### src/hw/rtl/lost_mul.sv
// Two-stage signed multiplier built from four half-width partial products.
`timescale 1ns / 1ps

module lost_mul #(
	parameter int W = 33
) (
	input  logic                  clk,
	input  logic                  en_s2,
	input  logic                  en_s3,
	input  logic signed [W-1:0]   a,
	input  logic signed [W-1:0]   b,
	output logic signed [2*W-1:0] p
);
	localparam int H  = (W + 1) / 2;
	localparam int L  = W - H;
	localparam int PW = 2 * W;

	logic signed [H:0]   a_lo;
	logic signed [H:0]   b_lo;
	logic signed [L-1:0] a_hi;
	logic signed [L-1:0] b_hi;

	logic signed [2*H+1:0] ll_s2;
	logic signed [H+L:0]   lh_s2;
	logic signed [H+L:0]   hl_s2;
	logic signed [2*L-1:0] hh_s2;

	// Split each operand into an unsigned low half and a signed high half.
	assign a_lo = $signed({1'b0, a[H-1:0]});
	assign b_lo = $signed({1'b0, b[H-1:0]});
	assign a_hi = a[W-1:H];
	assign b_hi = b[W-1:H];

	always_ff @(posedge clk) begin
		if (en_s2) begin
			ll_s2 <= a_lo * b_lo;
			lh_s2 <= a_lo * b_hi;
			hl_s2 <= a_hi * b_lo;
			hh_s2 <= a_hi * b_hi;
		end
	end

	always_ff @(posedge clk) begin
		if (en_s3) begin
			p <= (PW'(hh_s2) <<< (2 * H)) + ((PW'(lh_s2) + PW'(hl_s2)) <<< H) + PW'(ll_s2);
		end
	end

endmodule

### config.mk
export PLATFORM = sky130hd
export DESIGN_NAME = lost_mul
export DESIGN_NICKNAME = d
export VERILOG_FILES = /design/src/hw/rtl/lost_mul.sv
export SDC_FILE = /design/constraint.sdc
export NUM_CORES = 2
export LEC_CHECK = 0
export CORE_MARGIN = 8
export CORE_UTILIZATION = 62
export CTS_BUF_LIST = sky130_fd_sc_hd__clkbuf_8 sky130_fd_sc_hd__clkbuf_16
export DETAILED_ROUTE_END_ITERATION = 12
export DONT_BUFFER_PORTS = 1
export MAX_ROUTING_LAYER = met4
export PLACE_DENSITY = 0.78
export RECOVER_POWER = 50
export SLEW_MARGIN = 10
export SYNTH_ARGS = -nofsm -noshare
export SYNTH_HDL_FRONTEND = slang
export SYNTH_SLANG_ARGS = --single-unit
### constraint.sdc
create_clock -name clk -period 10.31 [get_ports clk]
set_input_delay 2.062 -clock clk [delete_from_list [all_inputs] [get_ports clk]]
set_output_delay 2.062 -clock clk [all_outputs]
set_load 0.05 [all_outputs]
After elaboration in Yosys (flattened, before gate mapping)
Index checks and enable logic that the tools add are counted.
- input bits: 69
- register bits after elaboration: 200
- output and inout bits: 66
- multiply operators: 4
- $add $sub $neg: 3
- operators with widths (cell ; number):
    $add 66x35->66 ; 1
    $add 66x52->66 ; 1
    $add 34x34->35 ; 1
    $mul 16x18->34 ; 1
    $mul 17x17->34 ; 1
    $mul 18x16->34 ; 1
    $mul 16x16->32 ; 1

Longest topological paths before layout
- depth in word-level cells: 3
- depth in mapped cells: 26
- depth with buffers taken out: 25

Worst setup path before layout
Ideal clock, no wire load.
- kind: input to register
- start point: in a[27]
- end point: reg hh_s2[24] (data pin)
- setup time: 0.258 ns
- arrival time: 7.828 ns
- stages: 21
- buffers on the path: 1
- data required time: 10.052 ns
- setup slack: 2.225 ns
- cells stage by stage: clkbuf_1 nand2_1 fa_1 fa_1 fa_1 fa_1 inv_1 fa_1 fa_1 ha_1 a21o_1 a21o_1 a21o_1 a21oi_1 o211ai_1 a41o_1 a41o_1 or4_1 a31o_2 a21oi_1 xnor2_1
- longest elaborated chain between the ends: 1
- RTL lines (what ; line ; source):
    start: declaration ; 10 ; input logic signed [W-1:0] a,
    $mul 16x16->32 ; 39 ; hh_s2 <= a_hi * b_hi;
    end signal: assignment ; 39 ;
    end: declaration ; 26 ; logic signed [2*L-1:0] hh_s2;
Every way passes these cells.
A chain may end at the register's enable or synchronous reset.

Worst setup path in the final report
- start point: in b[5]
- end point: reg ll_s2[24] (data pin)
- longest elaborated chain between the ends: 1
- RTL lines (what ; line ; source):
    start: declaration ; 11 ; input logic signed [W-1:0] b,
    $mul 17x17->34 ; 36 ; ll_s2 <= a_lo * b_lo;
    end signal: assignment ; 36 ;
    end: declaration ; 23 ; logic signed [2*H+1:0] ll_s2;
Every way passes these cells.

==> out/qor.tcl <==
set qor(worst-endpoint-arrival_ns) 8.41
set qor(timing.critical_path.to) {ll_s2[24]$_DFFE_PP_}
set qor(rows) 101
set qor(dr.first_iter.drc_count) 2748
set qor(total_of_flip_flops_plus_latches_after_synthesis) 200
set qor(timing_worst_slew_pin_value_ns) 1.180
set qor(cts_buffer_count) 17
set qor(floorplan.die.width_um) 292.5
set qor(synth_enable_flop_cells) 200
set qor(grt_use_total_pct) 29.05
set qor(synth-warning-count) 0
set qor(post-route-period-util_pct) 78.97
set qor(grt_pass1_vias) 36190
set qor(routedWlPerCell_um) 20.00
set qor(netlist_cell_types) 68
set qor(cts_post_setup_buffers_inserted) 0
set qor(finalCriticalPeriod_ns) 8.142
set qor(gp_congestion) 0.9287
set qor(ys_seq_area_share_pct) 12.67
set qor(initial_core_utilization_pct) 62.50
set qor(design.die.area_mm2) 0.08554
set qor(synth.net_count) 6501
set qor(timing.hold.worst.class) {reg2reg}
set qor(status) {finished, final reports clean}
set qor(clock_sinks) 200
set qor(r2r_end) {p[65]$_DFFE_PP_}
set qor(worstPathMaxFanout) 33
set qor(num_io_pins) 135
set qor(detail_route.first_pass.iterations) 5
set qor(placement.io_buffers) 0
set qor(synth.cell_area_mm2) 0.04739
set qor(insertion_delay_to_the_later_sink_of_the_worst_skew_pair_ns) 0.51
set qor(cpMaxStageDelayCell) {sky130_fd_sc_hd__o41ai_1}
set qor(die_height_um) 292.5
set qor(path_common_cell) {sky130_fd_sc_hd__fa_1}
set qor(core_region_area_mm2) 0.07582
set qor(areaGrowthSynthToFinish_pct) 2.205
set qor(reg2reg_depth) 21
set qor(fin_hold_viols) 0
set qor(detailroute.via_count) 33550
set qor(async_flop_share_pct) 0
set qor(max_clock_freq_ghz) 0.1228
set qor(cts_tree) {yes}
set qor(maximum_number_of_pins_on_one_net_before_global_route_repair) 135
set qor(grt_overflow) 0
set qor(reg2reg_setup_slack_ns) 3.51
set qor(cts_hold_buffers) 0
set qor(finalClockSkew_ns) 0.02205
set qor(timing.critical_path.buf_inv) 5
set qor(hold_worst_slack_ns) 0.4212
set qor(antenna_violating_nets_post_route) 0
set qor(remaining_drc_errors) 0
set qor(ctsLongestPathBuffers) 2
set qor(path_cells) {and2_1 -> fa_1 -> inv_1 -> fa_1 -> fa_1 -> fa_1 -> inv_1 -> fa_1 -> inv_1 -> fa_1 -> inv_1 -> ha_1 -> a21o_1 -> a21o_1 -> a21oi_1 -> inv_1 -> nand2_1 -> o31ai_1 -> o41ai_1 -> o21ai_0 -> a221o_1 -> a21oi_1 -> xnor2_1}
set qor(first_pass_grt_wire_length_um) 191100
set qor(htreeDepth) 4
set qor(avgViaCountPerCell) 5.765
set qor(final_net_count) 6316
set qor(worst-path-stages) 23
set qor(worst_setup_path_start_kind) {input pin}
set qor(cts_root_buffer) {sky130_fd_sc_hd__clkbuf_16}
set qor(synth_area_per_cell_um2) 9.463
set qor(drive_above_1_share_pct) 1.158
set qor(antenna_found_initial) 9
set qor(clk_pin_slew_worst_paths_ns) 0.09
set qor(critical_path_class) {in2reg}
set qor(worstSetupEndpointType) {flip-flop}
set qor(utilization_pct) 63.88
set qor(drv_cap) 0
set qor(worst_ep_required_time_ns) 10.58
set qor(crit_start) {b[5]}
set qor(crit-reg2reg-launch) {lh_s2[1]$_DFFE_PP_}
set qor(netlist_instances) 5008
set qor(setup_viol) 0
set qor(post_cts_resize_count) 0
set qor(dp_wirelength_um) 89100
set qor(routed_wirelength_um) 116400
set qor(cpLargestDelayFamily) {adder cells}
set qor(leading_register_cell_type_out_of_synthesis) {sky130_fd_sc_hd__edfxtp_1}
set qor(drv_slew) 0
set qor(unrepaired_setup_endpoints_after_global_routing) {false}
set qor(max_slew_margin_pct) 20.30
set qor(final.setup.tns_ns) 0
set qor(critical-path-max-stage-delay_ns) 0.97
[Yosys cell counts (4+ instances only)]
master	count	share of area [%]
sky130_fd_sc_hd__and4_1	5	0.092
sky130_fd_sc_hd__fa_1	904	38
sky130_fd_sc_hd__a21oi_1	148	1.6
sky130_fd_sc_hd__nand2_1	602	4.8
sky130_fd_sc_hd__a31oi_1	10	0.13
sky130_fd_sc_hd__clkbuf_1	205	1.6
sky130_fd_sc_hd__o21ai_0	72	0.76
sky130_fd_sc_hd__a41o_1	6	0.13
sky130_fd_sc_hd__or2_2	8	0.11
sky130_fd_sc_hd__nand4_1	16	0.21
sky130_fd_sc_hd__nand3_1	40	0.42
sky130_fd_sc_hd__o21bai_1	32	0.51
sky130_fd_sc_hd__nand2b_1	47	0.62
sky130_fd_sc_hd__nor4_1	7	0.092
sky130_fd_sc_hd__edfxtp_1	200	13
sky130_fd_sc_hd__nor2_1	129	1.0
sky130_fd_sc_hd__a31o_2	5	0.092
sky130_fd_sc_hd__nor2b_1	20	0.26
sky130_fd_sc_hd__and2_1	507	6.7
sky130_fd_sc_hd__and3_1	13	0.17
sky130_fd_sc_hd__a41oi_1	4	0.074
sky130_fd_sc_hd__ha_1	520	14
sky130_fd_sc_hd__xor2_1	55	1.0
sky130_fd_sc_hd__nor3_1	32	0.34
sky130_fd_sc_hd__or4_1	4	0.063
sky130_fd_sc_hd__xnor2_1	141	2.6
sky130_fd_sc_hd__a211oi_1	15	0.24
sky130_fd_sc_hd__nor3b_1	4	0.063
sky130_fd_sc_hd__inv_1	1058	8.4
sky130_fd_sc_hd__o21ai_1	6	0.063
sky130_fd_sc_hd__a21o_1	111	1.8
sky130_fd_sc_hd__or3_1	4	0.053
sky130_fd_sc_hd__o21a_1	23	0.36
[state kept, by name, summed over array words and instances, names as in the netlist]
name and flops:
p 66, hl_s2 34, ll_s2 34, hh_s2 32, lh_s2 34
[layer usage]
metal	track usage (%)	wire length (um)
met3	6.889	11920
met5	-	0
met2	45.83	53970
met4	9.041	3332
met1	37.30	47210
[placed cells by master (no fill, tap or decap), types with 4 or more instances in the layout]
cell type,netlist,layout
sky130_fd_sc_hd__inv_1,1058,1058
sky130_fd_sc_hd__fa_1,904,904
sky130_fd_sc_hd__nand2_1,602,602
sky130_fd_sc_hd__ha_1,520,520
sky130_fd_sc_hd__and2_1,507,498
sky130_fd_sc_hd__edfxtp_1,200,200
sky130_fd_sc_hd__a21oi_1,148,148
sky130_fd_sc_hd__xnor2_1,141,141
sky130_fd_sc_hd__nor2_1,129,129
sky130_fd_sc_hd__a21o_1,111,111
sky130_fd_sc_hd__o21ai_0,72,71
sky130_fd_sc_hd__xor2_1,55,55
sky130_fd_sc_hd__nand2b_1,47,47
sky130_fd_sc_hd__nand3_1,40,40
sky130_fd_sc_hd__o21bai_1,32,32
sky130_fd_sc_hd__nor3_1,32,32
sky130_fd_sc_hd__o21a_1,23,23
sky130_fd_sc_hd__nor2b_1,20,20
sky130_fd_sc_hd__clkbuf_16,0,17
sky130_fd_sc_hd__nand4_1,16,16
sky130_fd_sc_hd__a211oi_1,15,15
sky130_fd_sc_hd__and3_1,13,13
sky130_fd_sc_hd__a31oi_1,10,10
sky130_fd_sc_hd__and2_0,0,9
sky130_fd_sc_hd__or2_2,8,8
sky130_fd_sc_hd__diode_2,0,7
sky130_fd_sc_hd__o21ai_1,6,7
sky130_fd_sc_hd__nor4_1,7,7
sky130_fd_sc_hd__a41o_1,6,6
sky130_fd_sc_hd__a31o_2,5,5
sky130_fd_sc_hd__and4_1,5,5
sky130_fd_sc_hd__nor3b_1,4,4
sky130_fd_sc_hd__or4_1,4,4
sky130_fd_sc_hd__a41oi_1,4,4
sky130_fd_sc_hd__or3_1,4,4
sky130_fd_sc_hd__inv_6,0,4
[how the worst min path moves through the flow]
| stage | end | slack (ns) | depth (start not counted) | start |
|---|---|---|---|---|
| 6_report | p[1]$_DFFE_PP_ | 0.42 | 0 | ll_s2[1]$_DFFE_PP_ |
| 4_1_cts | p[2]$_DFFE_PP_ | 0.42 | 0 | ll_s2[2]$_DFFE_PP_ |
| 5_1_grt | p[2]$_DFFE_PP_ | 0.42 | 0 | ll_s2[2]$_DFFE_PP_ |
| 3_3_place_gp | p[0]$_DFFE_PP_ | 0.40 | 0 | ll_s2[0]$_DFFE_PP_ |
| 3_5_place_dp | p[2]$_DFFE_PP_ | 0.40 | 0 | ll_s2[2]$_DFFE_PP_ |
| 2_1_floorplan | p[0]$_DFFE_PP_ | 0.40 | 0 | ll_s2[0]$_DFFE_PP_ |
[worst reg2reg max path, cell delays in order, from the launching register on]
cell and delay (ns):
sky130_fd_sc_hd__edfxtp_1 0.43, sky130_fd_sc_hd__ha_1 0.31, sky130_fd_sc_hd__a21o_1 0.18, sky130_fd_sc_hd__a21oi_1 0.22, sky130_fd_sc_hd__o21bai_1 0.12, sky130_fd_sc_hd__a211oi_1 0.36
sky130_fd_sc_hd__o21ai_0 0.24, sky130_fd_sc_hd__nand2_1 0.10, sky130_fd_sc_hd__o21ai_0 0.18, sky130_fd_sc_hd__a211oi_1 0.50, sky130_fd_sc_hd__o21ai_0 0.28, sky130_fd_sc_hd__xor2_1 0.21
sky130_fd_sc_hd__ha_1 0.38, sky130_fd_sc_hd__a2111oi_0 0.65, sky130_fd_sc_hd__a211oi_1 0.21, sky130_fd_sc_hd__a211oi_1 0.36, sky130_fd_sc_hd__o21ai_0 0.17, sky130_fd_sc_hd__nor3_2 0.47
sky130_fd_sc_hd__o21ai_2 0.22, sky130_fd_sc_hd__a21o_1 0.25, sky130_fd_sc_hd__a221oi_2 0.54, sky130_fd_sc_hd__xor2_1 0.13
[through the flow]
step | std cells | instance area, um2 | worst slack [ns]
after floorplan | 5008 | 47390 | 2.225
after global placement | 5782 | 47850 | 1.873
after global routing | 5819 | 48430 | 1.966
after detailed placement | 5782 | 47850 | 1.809
final | 5820 | 48440 | 2.168
after CTS | 5813 | 48420 | 2.357
[kinds of logic after synthesis]
family / Yosys count / synth area share [%]
AOI/OAI and AO/OA: 480 / 6.682
adders and majority gates: 1424 / 51.92
xor gates and xnor gates: 196 / 3.622
DFF: 200 / 12.67
buffers and inverters: 1264 / 10.01
muxes: 1 / 0.02112
and+or+nand+nor: 1443 / 15.08
[layout make-up]
class                   instances  area, um2
inverters                    1059       3975
repair buffers                  1      7.507
flip-flops and latches        200       6006
well taps                     978       1224
multi-input cells            3544      36640
clock inverters                14      140.1
diodes                          7      17.52
clock buffers                  17      425.4
fillers                      6127      27390
Power is left out: the tool's default activity adds up to more than one toggle a clock period on the data nets, which glitch-free logic cannot reach.
