`config.mk`:
```
export PLATFORM = sky130hd
export DESIGN_NAME = lost_cfg
export DESIGN_NICKNAME = d
export VERILOG_FILES = /design/src/hw/rtl/lost_pkg.sv /design/src/hw/rtl/lost_cfg.sv
export SDC_FILE = /design/constraint.sdc
export NUM_CORES = 1
export LEC_CHECK = 0
export BUFFER_PORTS_ARGS = -buffer_cell sky130_fd_sc_hd__buf_2
export CORE_MARGIN = 8
export CORE_UTILIZATION = 51
export CTS_CLUSTER_DIAMETER = 100
export DETAILED_ROUTE_END_ITERATION = 12
export GPL_TIMING_DRIVEN = 0
export PLACE_DENSITY = 0.8
export SETUP_SLACK_MARGIN = 0.02
export SYNTH_ARGS = -nofsm -noshare
export SYNTH_HDL_FRONTEND = slang
export SYNTH_SLANG_ARGS = --single-unit
```
`constraint.sdc`:
```
create_clock -name clk -period 2.57 [get_ports clk]
set_input_delay 0.6425 -clock clk [delete_from_list [all_inputs] [get_ports clk]]
set_output_delay 0.6425 -clock clk [all_outputs]
set_load 0.05 [all_outputs]
```
`src/hw/rtl/lost_pkg.sv`:
```
// Shared types and constants of the line-of-sight segment test.
`timescale 1ns / 1ps

package lost_pkg;

	localparam int RADIUS_BITS  = 31;
	localparam int NUM_REGS     = 5;
	localparam int REG_IDX_BITS = 3;
	localparam int NUM_PROD     = 14;
	localparam int NUM_ORIENT   = 4;

	typedef enum logic [REG_IDX_BITS-1:0] {
		REG_OBSERVER_X  = 3'd0,
		REG_OBSERVER_Y  = 3'd1,
		REG_TARGET_X    = 3'd2,
		REG_TARGET_Y    = 3'd3,
		REG_SIGHT_RADIUS = 3'd4
	} reg_idx_t;

	// Per-request control bits carried down the pipeline.
	typedef struct packed {
		logic present;
		logic last;
		logic same;
	} item_flags_t;

	// Sign of one orientation cross product.
	typedef struct packed {
		logic neg;
		logic zero;
	} orient_t;

	// True when both orientations are nonzero and of opposite sign.
	function automatic logic strictly_opposite(orient_t a, orient_t b);
		return !a.zero && !b.zero && (a.neg != b.neg);
	endfunction

endpackage

```
`src/hw/rtl/lost_cfg.sv`:
```
// APB register file holding observer, target and sight radius.
`timescale 1ns / 1ps

module lost_cfg #(
	parameter int COORD_BITS = 32,
	parameter int PDATA_BITS = 32,
	parameter int PADDR_BITS = 5
) (
	input  logic                                clk,
	input  logic                                arst_n,
	input  logic                                psel,
	input  logic                                penable,
	input  logic                                pwrite,
	input  logic [PADDR_BITS-1:0]               paddr,
	input  logic [PDATA_BITS-1:0]               pwdata,
	output logic [PDATA_BITS-1:0]               prdata,
	output logic                                pready,
	output logic signed [COORD_BITS-1:0]        observer_x,
	output logic signed [COORD_BITS-1:0]        observer_y,
	output logic signed [COORD_BITS-1:0]        target_x,
	output logic signed [COORD_BITS-1:0]        target_y,
	output logic [lost_pkg::RADIUS_BITS-1:0]    sight_radius
);
	import lost_pkg::*;

	localparam int STEP_LOG = $clog2(PDATA_BITS / 8);

	reg_idx_t                     idx;
	logic                         wr_en;
	logic signed [COORD_BITS-1:0] wr_coord;

	assign idx      = reg_idx_t'(paddr[PADDR_BITS-1:STEP_LOG]);
	assign wr_en    = psel && penable && pwrite;
	assign wr_coord = pwdata[COORD_BITS-1:0];
	assign pready   = 1'b1;

	always_ff @(posedge clk or negedge arst_n) begin
		if (!arst_n) begin
			observer_x   <= '0;
			observer_y   <= '0;
			target_x     <= '0;
			target_y     <= '0;
			sight_radius <= '0;
		end else if (wr_en) begin
			unique case (idx)
				REG_OBSERVER_X:   observer_x   <= wr_coord;
				REG_OBSERVER_Y:   observer_y   <= wr_coord;
				REG_TARGET_X:     target_x     <= wr_coord;
				REG_TARGET_Y:     target_y     <= wr_coord;
				REG_SIGHT_RADIUS: sight_radius <= pwdata[RADIUS_BITS-1:0];
				default: ;
			endcase
		end
	end

	always_comb begin
		unique case (idx)
			REG_OBSERVER_X:   prdata = PDATA_BITS'(observer_x);
			REG_OBSERVER_Y:   prdata = PDATA_BITS'(observer_y);
			REG_TARGET_X:     prdata = PDATA_BITS'(target_x);
			REG_TARGET_Y:     prdata = PDATA_BITS'(target_y);
			REG_SIGHT_RADIUS: prdata = PDATA_BITS'(sight_radius);
			default:          prdata = '0;
		endcase
	end

endmodule

```
# Word level (Yosys, flattened, before mapping)

Cells that the tools add are included.

Bits of input ports: 42
Bits in registers: 159
Word-level logic and storage cells: 18

Multiplexer cells: 1
Reductions and logical operators: 8
Equality and inequality tests: 4

Operators with widths:

| kind               | number |
|---|---|
| $pmux 32 s5        | 1 |
| $reduce_and 2->1   | 5 |
| $eq 3x2->1 const B | 2 |
| $eq 3x1->1 const B | 1 |
| $eq 3x3->1 const B | 1 |
| $logic_not 3->1    | 1 |
| $logic_and 1x1->1  | 2 |

# Longest topological paths before layout

Gate-level depths: netlist of the first run.

Depth in word-level cells: 3
Gate-level depth with buffers: 5

# Least setup slack after synthesis of the first run

Ideal clock, no wire load.

Path kind: in2out
Start: input paddr[2]
End: output prdata[0]
Cell stages on the path: 5
Required time: 1.928 ns
Arrival time: 2.586 ns
Path slack: -0.659 ns
Path buffers: 2
Cells stage by stage: buf_2 nor2b_1 clkbuf_1 a22oi_1 o21ai_0

Longest elaborated chain between the ends: 2
Elaborated cells on any way between the ends: 6
Those cells by class: 4 x eq/ne; 1 x mux; 1 x reduce/logical

Ends and longest elaborated chain:

| element                            | RTL line       | RTL |
|---|---|---|
| start: declaration                 | lost_cfg.sv:14 | `input logic [PADDR_BITS-1:0] paddr,` |
| $eq 3x3->1 (tied with other cells) | lost_cfg.sv:57 | `unique case (idx)` |
| $pmux 32 s5 (*)                    | lost_cfg.sv:57 |  |
| end: declaration                   | lost_cfg.sv:16 | `output logic [PDATA_BITS-1:0] prdata,` |

Every way passes the cells marked *; elsewhere a longest branch is shown, timed or not.

# Worst setup path after layout of the first run

Start: input paddr[2]
End: output prdata[22]

Same word-level chain as after synthesis.

==> metrics.md, run 1 <==
| Metric | Value |
|---|---|
| Status | completed |
| CTS Buf Count | 17 |
| CP max FO | 7 |
| Tcrit/Tclk final | 99.1% |
| Later-pin clock latency in the skew report | 410 ps |
| Post-synthesis compound-gate area fraction | 9.27% |
| Worst Setup Start Kind | input port |
| FF-to-FF Start | observer_x[22]$_DFFE_PN0P_ |
| Post-synthesis simple-gate area fraction | 1.55% |
| CTS H-tree depth | 4 |
| Std-Cell Rows | 43 |
| Largest family of logic cells by synthesized area | multiplexers |
| Psw | 4290 uW |
| Comb pwr share | 39.4% |
| FILL cells | 904 |
| First-pass GRT wire length | 36200 microns |
| Number of port buffers | 230 |
| DP Area | 8840 sq um |
| Die W | 134 microns |
| Power per Cell Area | 998 nW/um^2 |
| Root buffer cell | clkbuf_16 |
| WL/cell | 25.5 microns |
| Dpl cells | 910 |
| Antenna Violating Nets Remaining | 0 |
| Io pins | 234 |
| Mapped Avg Cell Area | 14.3 sq um |
| Synthesized area | 7130 sq um |
| Critical path class | input port to primary output |
| Synth Area in Adders | 0% |
| Post-CTS Hold Buffers | 0 |
| Cell family with most CP delay | buffers and inverters |
| TritonCTS clock tree | built |
| CP Launch Point | paddr[2] |
| Tot GR Track Use | 26.1% |
| Worst slew margin | 53.5% |
| Cell area after layout | 10200 sq um |
| Die area | 18000 sq um |
| Vias in the first global route | 6185 |
| Syn Inst Count | 499 |
| FF-to-FF path depth | 1 |
| Most frequent cells in the layout | 208 x buf_2, 178 x mux2_2, 159 x dfrtp_1, 32 x buf_6, 30 x a22oi_1 |
| Highest-delay cell along the critical path | mux2_2 |
| Post-synthesis mux area share | 30.4% |
| Worst Path Required | 1930 ps |
| Synth Net Count | 541 |
| Slew Viols, Final | 0 |
| Core footprint | 13800 sq um |
| DP Wirelength | 15900 microns |
| Starting DRT DRC Count | 438 |
| Worst-path clk slew | 60 ps |
| Initial DRT Pass Iterations | 5 |
| Grt total ovfl | 0 |
| Post-synth EDFFs | 0 |
| Netlist cell types | 25 |
| Worst-Margin Slew | 697 ps |
| Maximum VDD drop | 0.665 mV |
| Reg power frac | 33.6% |
| Sw Share | 42.1% |
| Final Skew | 0 ps |
| Post-layout util | 74.2% |
| Max Cap Viol | 0 |
| Area Overhead vs Synth | 43.4% |
| Initial Util | 51.7% |
| #FFs+latches synth | 159 |
| Unrepaired setup endpoints after global routing | yes |
| Routability Congestion | 0.810 |
| CP Capture Type | primary output |
| Largest net degree at the start of global routing | 86 |
| Worst reg2reg path endpoint | observer_x[22]$_DFFE_PN0P_ |
| WP depth | 7 |
| CTS Buffer Depth | 2 |
| Clock power frac | 27.1% |
| CP cell instances | buf_6 > buf_12 > buf_12 > mux2_2 > a32oi_2 > o21ai_4 > buf_6 |
| Hold crit path type | input port to asynchronous set/reset pin |
| Final hold violation count | 0 |
| Int Pwr | 5900 uW |
| Dominant synthesized flop cell | dfrtp_1 |
| R2r setup slk | 1730 ps |
| Die height | 134 microns |
| Share of cells above drive strength 1 | 73.0% |
| Leak | 0.00501 uW |
| Synth Area in XOR/XNOR | 0% |
| Initial antenna violation count | 2 |
| Final cell count without fillers | 948 |
| Setup_tns | 0 ps |
| Num Clock Sinks | 159 |
| Async S/R FF share, synth | 100% |
| Fin worst setup slack | 22.5 ps |
| Crit path DAT | 1910 ps |
| Worst path bufs/invs | 4 |
| NumNets Final | 797 |
| Vias | 5702 |
| Seq. cell area | 3980 sq um |
| DR DRC count | 0 |
| Area taken by multi-input logic gates | 3480 sq um |
| Synthesis Warnings | 0 |
| Drt total wl | 24100 microns |
| Dpl ws | -702 ps |
| Fmax achieved | 0.393 GHz |
| Commonest non-fill, non-tap cell in the layout | buf_2 |
| Final Setup Violations | 0 |
| DR vias/cell | 6.01 |
| Sequential area share after synthesis | 55.8% |
| Final Critical Period | 2550 ps |
| Critical path's largest stage delay | 350 ps |
[synthesized netlist by cell type (2+ instances only)]
master      n  area (sq um)
mux2_2    186          2090
dfrtp_1   159          3980
a32oi_1    31           272
o21ai_0    31           155
a22oi_1    30           225
clkbuf_1   18          67.6
buf_2      11          55.1
buf_4       4          30.0
nor2b_1     4          25.0
buf_1       3          11.3
buf_6       3          33.8
mux2_1      3          33.8
nand2_1     2          7.51
nor2_1      2          7.51
nor3b_2     2          25.0
[state kept, by name, summed over array words and instances, names as in the netlist]
| signal | cells |
|---|---|
| sight_radius | 31 |
| target_x | 32 |
| observer_y | 32 |
| target_y | 32 |
| observer_x | 32 |
[layout make-up]
type | instances | share of cell area [%]
flip-flops and latches | 159 | 38.9
diodes | 1 | 0.0245
inverters | 1 | 0.0367
clock inverters | 12 | 1.86
clock buffers | 19 | 4.43
well taps | 180 | 2.20
repair buffers | 237 | 14.7
plain buffers | 40 | 3.71
multi-input cells | 299 | 34.1
[logic make-up (layout without fill, tap and decap cells)]
family | count (synthesis) | count (layout)
mux | 191 | 191
other cells | 1 | 2
simple gates | 14 | 14
buf+inv | 41 | 309
compound gates | 93 | 93
flops | 159 | 159
[what timing repair did]
| item | 4_1_cts | 5_1_grt |
|---|---|---|
| setup buffers | 1 | 1 |
| setup endpoints to repair | 32 | 31 |
| resized for setup | 139 | 29 |
| cloned | 0 | 4 |
| pin swaps | 9 | 9 |
[power by group through the flow]
stage | registers [uW] | logic [uW] | clock network [uW]
4_1_cts | 3400 | 3960 | 2780
3_5_place_dp | 3420 | 3780 | 0
6_report | 3420 | 4010 | 2760
3_3_place_gp | 3380 | 3720 | 0
2_1_floorplan | 5080 | 1090 | 0
5_1_grt | 3480 | 4150 | 2870
[per-stage QoR]
| step | hold WS, ps | power (uW) |
|---|---|---|
| floorplan | 347 | 6170 |
| global placement | 490 | 7100 |
| detailed placement | 509 | 7200 |
| CTS | 258 | 10100 |
| global route | 287 | 10500 |
| finish | 232 | 10200 |
[worst max path at each step]
stage | endpoint | slack [ps]
after global placement | target_y[23]$_DFFE_PN0P_ | -1360
after global routing | prdata[22] | -0.3
after CTS | prdata[29] | 20
final | prdata[22] | 20
after floorplan | prdata[30] | -30
after detailed placement | prdata[10] | -700
[layer usage]
metal / routed length (microns) / part of all wire, % / GRT usage [%] / up-vias
li1: - / - / - / 2406
met1: 9360 / 39 / 30.8 / 2963
met2: 12100 / 50 / 42.6 / 278
met3: 2050 / 8.5 / 9.12 / 53
met4: 586 / 2.4 / 10.4 / 2
met5: 10 / 0.041 / 0 / -
(Power assumes the default switching activity.)
==> run 2: changes to the inputs <==
--- a/config.mk
+++ b/config.mk
@@ -7,11 +7,11 @@
 export LEC_CHECK = 0
 export BUFFER_PORTS_ARGS = -buffer_cell sky130_fd_sc_hd__buf_2
 export CORE_MARGIN = 8
-export CORE_UTILIZATION = 51
+export CORE_UTILIZATION = 46
 export CTS_CLUSTER_DIAMETER = 100
 export DETAILED_ROUTE_END_ITERATION = 12
 export GPL_TIMING_DRIVEN = 0
-export PLACE_DENSITY = 0.8
+export PLACE_DENSITY = 0.77
 export SETUP_SLACK_MARGIN = 0.02
 export SYNTH_ARGS = -nofsm -noshare
 export SYNTH_HDL_FRONTEND = slang
==> constraint.sdc (replaced) <==
create_clock -name clk -period 2.34 [get_ports clk]
set_input_delay 0.585 -clock clk [delete_from_list [all_inputs] [get_ports clk]]
set_output_delay 0.585 -clock clk [all_outputs]
set_load 0.05 [all_outputs]
==> metrics.md, run 2 (synthesis results as in run 1) <==
| Metric | Value |
|---|---|
| Final Setup Violations | 18 (was 0) |
| Final Skew | 0 ps (unchanged) |
| Reg power frac | 33.3% (was 33.6%) |
| DP Wirelength | 16400 microns (was 15900 microns) |
| Initial antenna violation count | 0 (was 2) |
| Starting DRT DRC Count | 245 (was 438) |
| Later-pin clock latency in the skew report | 420 ps (was 410 ps) |
| Share of cells above drive strength 1 | 74.2% (was 73.0%) |
| Final hold violation count | 0 (unchanged) |
| Dpl cells | 918 (was 910) |
| Cell area after layout | 10800 sq um (was 10200 sq um) |
| DR DRC count | 0 (unchanged) |
| Initial DRT Pass Iterations | 4 (was 5) |
| Worst-path clk slew | 60 ps (about the same) |
| NumNets Final | 807 (was 797) |
| Fmax achieved | 0.417 GHz |
| Psw | 4840 uW (was 4290 uW) |
| Hold slack | 144 ps (was 232 ps) |
| Dpl ws | -764 ps (was -702 ps) |
| Tcrit/Tclk final | 102% |
| Routability Congestion | 0.817 (was 0.810) |
| Number of port buffers | 230 (unchanged) |
| CTS Buffer Depth | 2 (unchanged) |
| Tot GR Track Use | 24.1% (was 26.1%) |
| Slew Viols, Final | 0 (unchanged) |
| DR vias/cell | 5.87 (was 6.01) |
| Vias in the first global route | 6249 (was 6185) |
| Most Crowded Layer GR | met2 (unchanged) |
| Commonest non-fill, non-tap cell in the layout | buf_2 (unchanged) |
| Most frequent cells in the layout | 204 x buf_2, 161 x mux2_2, 159 x dfrtp_1, 35 x buf_6, 30 x a22oi_1 (was 208 x buf_2, 178 x mux2_2, 159 x dfrtp_1, 32 x buf_6, 30 x a22oi_1) |
| Max Cap Viol | 0 (unchanged) |
| Hold crit path type | input port to asynchronous set/reset pin (unchanged) |
| Maximum VDD drop | 0.571 mV (was 0.665 mV) |
| Worst Setup Start Kind | input port (unchanged) |
| CP Capture Type | primary output (unchanged) |
| DP Area | 8860 sq um (was 8840 sq um) |
| Final Critical Period | 2400 ps |
| CTS H-tree depth | 4 (unchanged) |
| First-pass GRT wire length | 36600 microns (was 36200 microns) |
| Core footprint | 15100 sq um (was 13800 sq um) |
| Vias | 5668 (was 5702) |
| M1 GR Usage | 27.4% (was 30.8%) |
| CTS Buf Count | 17 (unchanged) |
| WL/cell | 25.5 microns (about the same) |
| Antenna Violating Nets Remaining | 0 (unchanged) |
| Die height | 140 microns (was 134 microns) |
| Sw Share | 42.6% (was 42.1%) |
| Power per Cell Area | 1050 nW/um^2 (was 998 nW/um^2) |
| Fin worst setup slack | -56.0 ps (was 22.5 ps) |
| Worst-Margin Slew | 593 ps (was 697 ps) |
| Worst Path Required | 1750 ps (was 1930 ps) |
| Tot Pwr | 11400 uW (was 10200 uW) |
| CP max FO | 8 (was 7) |
| Ant diodes | 0 (was 1) |
| Unrepaired setup endpoints after global routing | yes (unchanged) |
| Crit path DAT | 1810 ps (was 1910 ps) |
| Initial Util | 47.0% (was 51.7%) |
| Final cell count without fillers | 966 (was 948) |
| TritonCTS clock tree | built (unchanged) |
| Critical path class | input port to primary output (unchanged) |
| Largest net degree at the start of global routing | 99 (was 86) |
| Num Clock Sinks | 159 (unchanged) |
| Area Overhead vs Synth | 51.2% (was 43.4%) |
| Status | finished with violations (was completed) |
| GR Util met2 | 41.1% (was 42.6%) |
| Drt total wl | 24600 microns (was 24100 microns) |
| Post-CTS Hold Buffers | 0 (unchanged) |
| Io pins | 234 (unchanged) |
| Failing checks | negative setup slack |
| Root buffer cell | clkbuf_16 (unchanged) |
| Leak | 0.00514 uW (was 0.00501 uW) |
| Clock power frac | 26.3% (was 27.1%) |
| Grt total ovfl | 0 (unchanged) |
| Die area | 19700 sq um (was 18000 sq um) |
| Comb pwr share | 40.4% (was 39.4%) |
| Int Pwr | 6520 uW (was 5900 uW) |
| Std-Cell Rows | 45 (was 43) |
| Die W | 140 microns (was 134 microns) |
| Worst slew margin | 60.5% (was 53.5%) |
| M3 GR Usage | 7.41% (was 9.12%) |
==> run 2: cell types whose count changed in the layout (fill, tap and decap cells not counted), moves of 5 or more <==
| cell | change |
|---|---|
| mux2_4 | +17 |
| a32oi_2 | -10 |
| buf_4 | +5 |
| mux2_2 | -17 |
| a32oi_4 | +16 |
| buf_8 | +5 |
| a32oi_1 | -6 |
==> run 2: worst max-delay path, cell delays in order <==
cell       delay [ps]
buf_12            120
buf_12            150
clkbuf_16         160
mux2_4            310
a32oi_4           230
o21ai_4            90
buf_8             160
==> run 2: repair_timing <==
action,CTS,global route
endpoints found under the hold margin,0,0
cloned,2,4
pin swaps,23,28
resized for setup,182,56
setup endpoints to repair,32,31
buffers inserted,4,6
==> run 2: through the flow <==
| step | TNS (ps) | utilization [%] |
|---|---|---|
| 2_1_floorplan | -1800 | - |
| 3_3_place_gp | -261450 | 58.3 |
| 3_5_place_dp | -22980 | 58.5 |
| 4_1_cts | -570 | 68.0 |
| 5_1_grt | -930 | 71.1 |
| 6_report | -280 | 71.1 |
==> run 2: power groups by stage <==
| stage | Combinational [uW] | Clock (uW) | Sequential, uW |
|---|---|---|---|
| after global routing | 4740 | 3140 | 3840 |
| after global placement | 4110 | 0 | 3710 |
| after floorplan | 1200 | 0 | 5580 |
| after detailed placement | 4160 | 0 | 3760 |
| after CTS | 4430 | 3030 | 3740 |
| final | 4580 | 2990 | 3780 |
==> run 2: cell type report <==
type	instances	area (sq um)
Fill cell	998	4370
Sequential cell	159	3980
Multi-Input combinational cell	299	3780
Timing Repair Buffer	247	1650
Buffer	40	479
Clock buffer	20	457
Tap cell	188	235
Clock inverter	12	184
Inverter	1	3.75
==> run 2: path summary, 6_finish.rpt <==
| path | startpoint | end | slack, ps | cells after the start |
|---|---|---|---|---|
| min in group clk | pwdata[31] | observer_x[31]$_DFFE_PN0P_ | 440 | 2 |
| worst min register to register | sight_radius[19]$_DFFE_PN0P_ | sight_radius[19]$_DFFE_PN0P_ | 530 | 1 |
| worst min-delay path | arst_n | sight_radius[17]$_DFFE_PN0P_ | 140 | 1 |
| max in group asynchronous | arst_n | observer_y[28]$_DFFE_PN0P_ | 1310 | 2 |
| worst max-delay path | paddr[2] | prdata[13] | -60 | 7 |
| worst max register to register | observer_x[8]$_DFFE_PN0P_ | observer_x[8]$_DFFE_PN0P_ | 1500 | 1 |
==> run 2: layer usage <==
metal | wire, microns | vias to the layer above | part of all wire, %
met5 | 0 | - | 0
met1 | 9770 | 2936 | 40
met3 | 1780 | 54 | 7.2
met4 | 660 | 0 | 2.7
li1 | - | 2440 | -
met2 | 12400 | 238 | 50
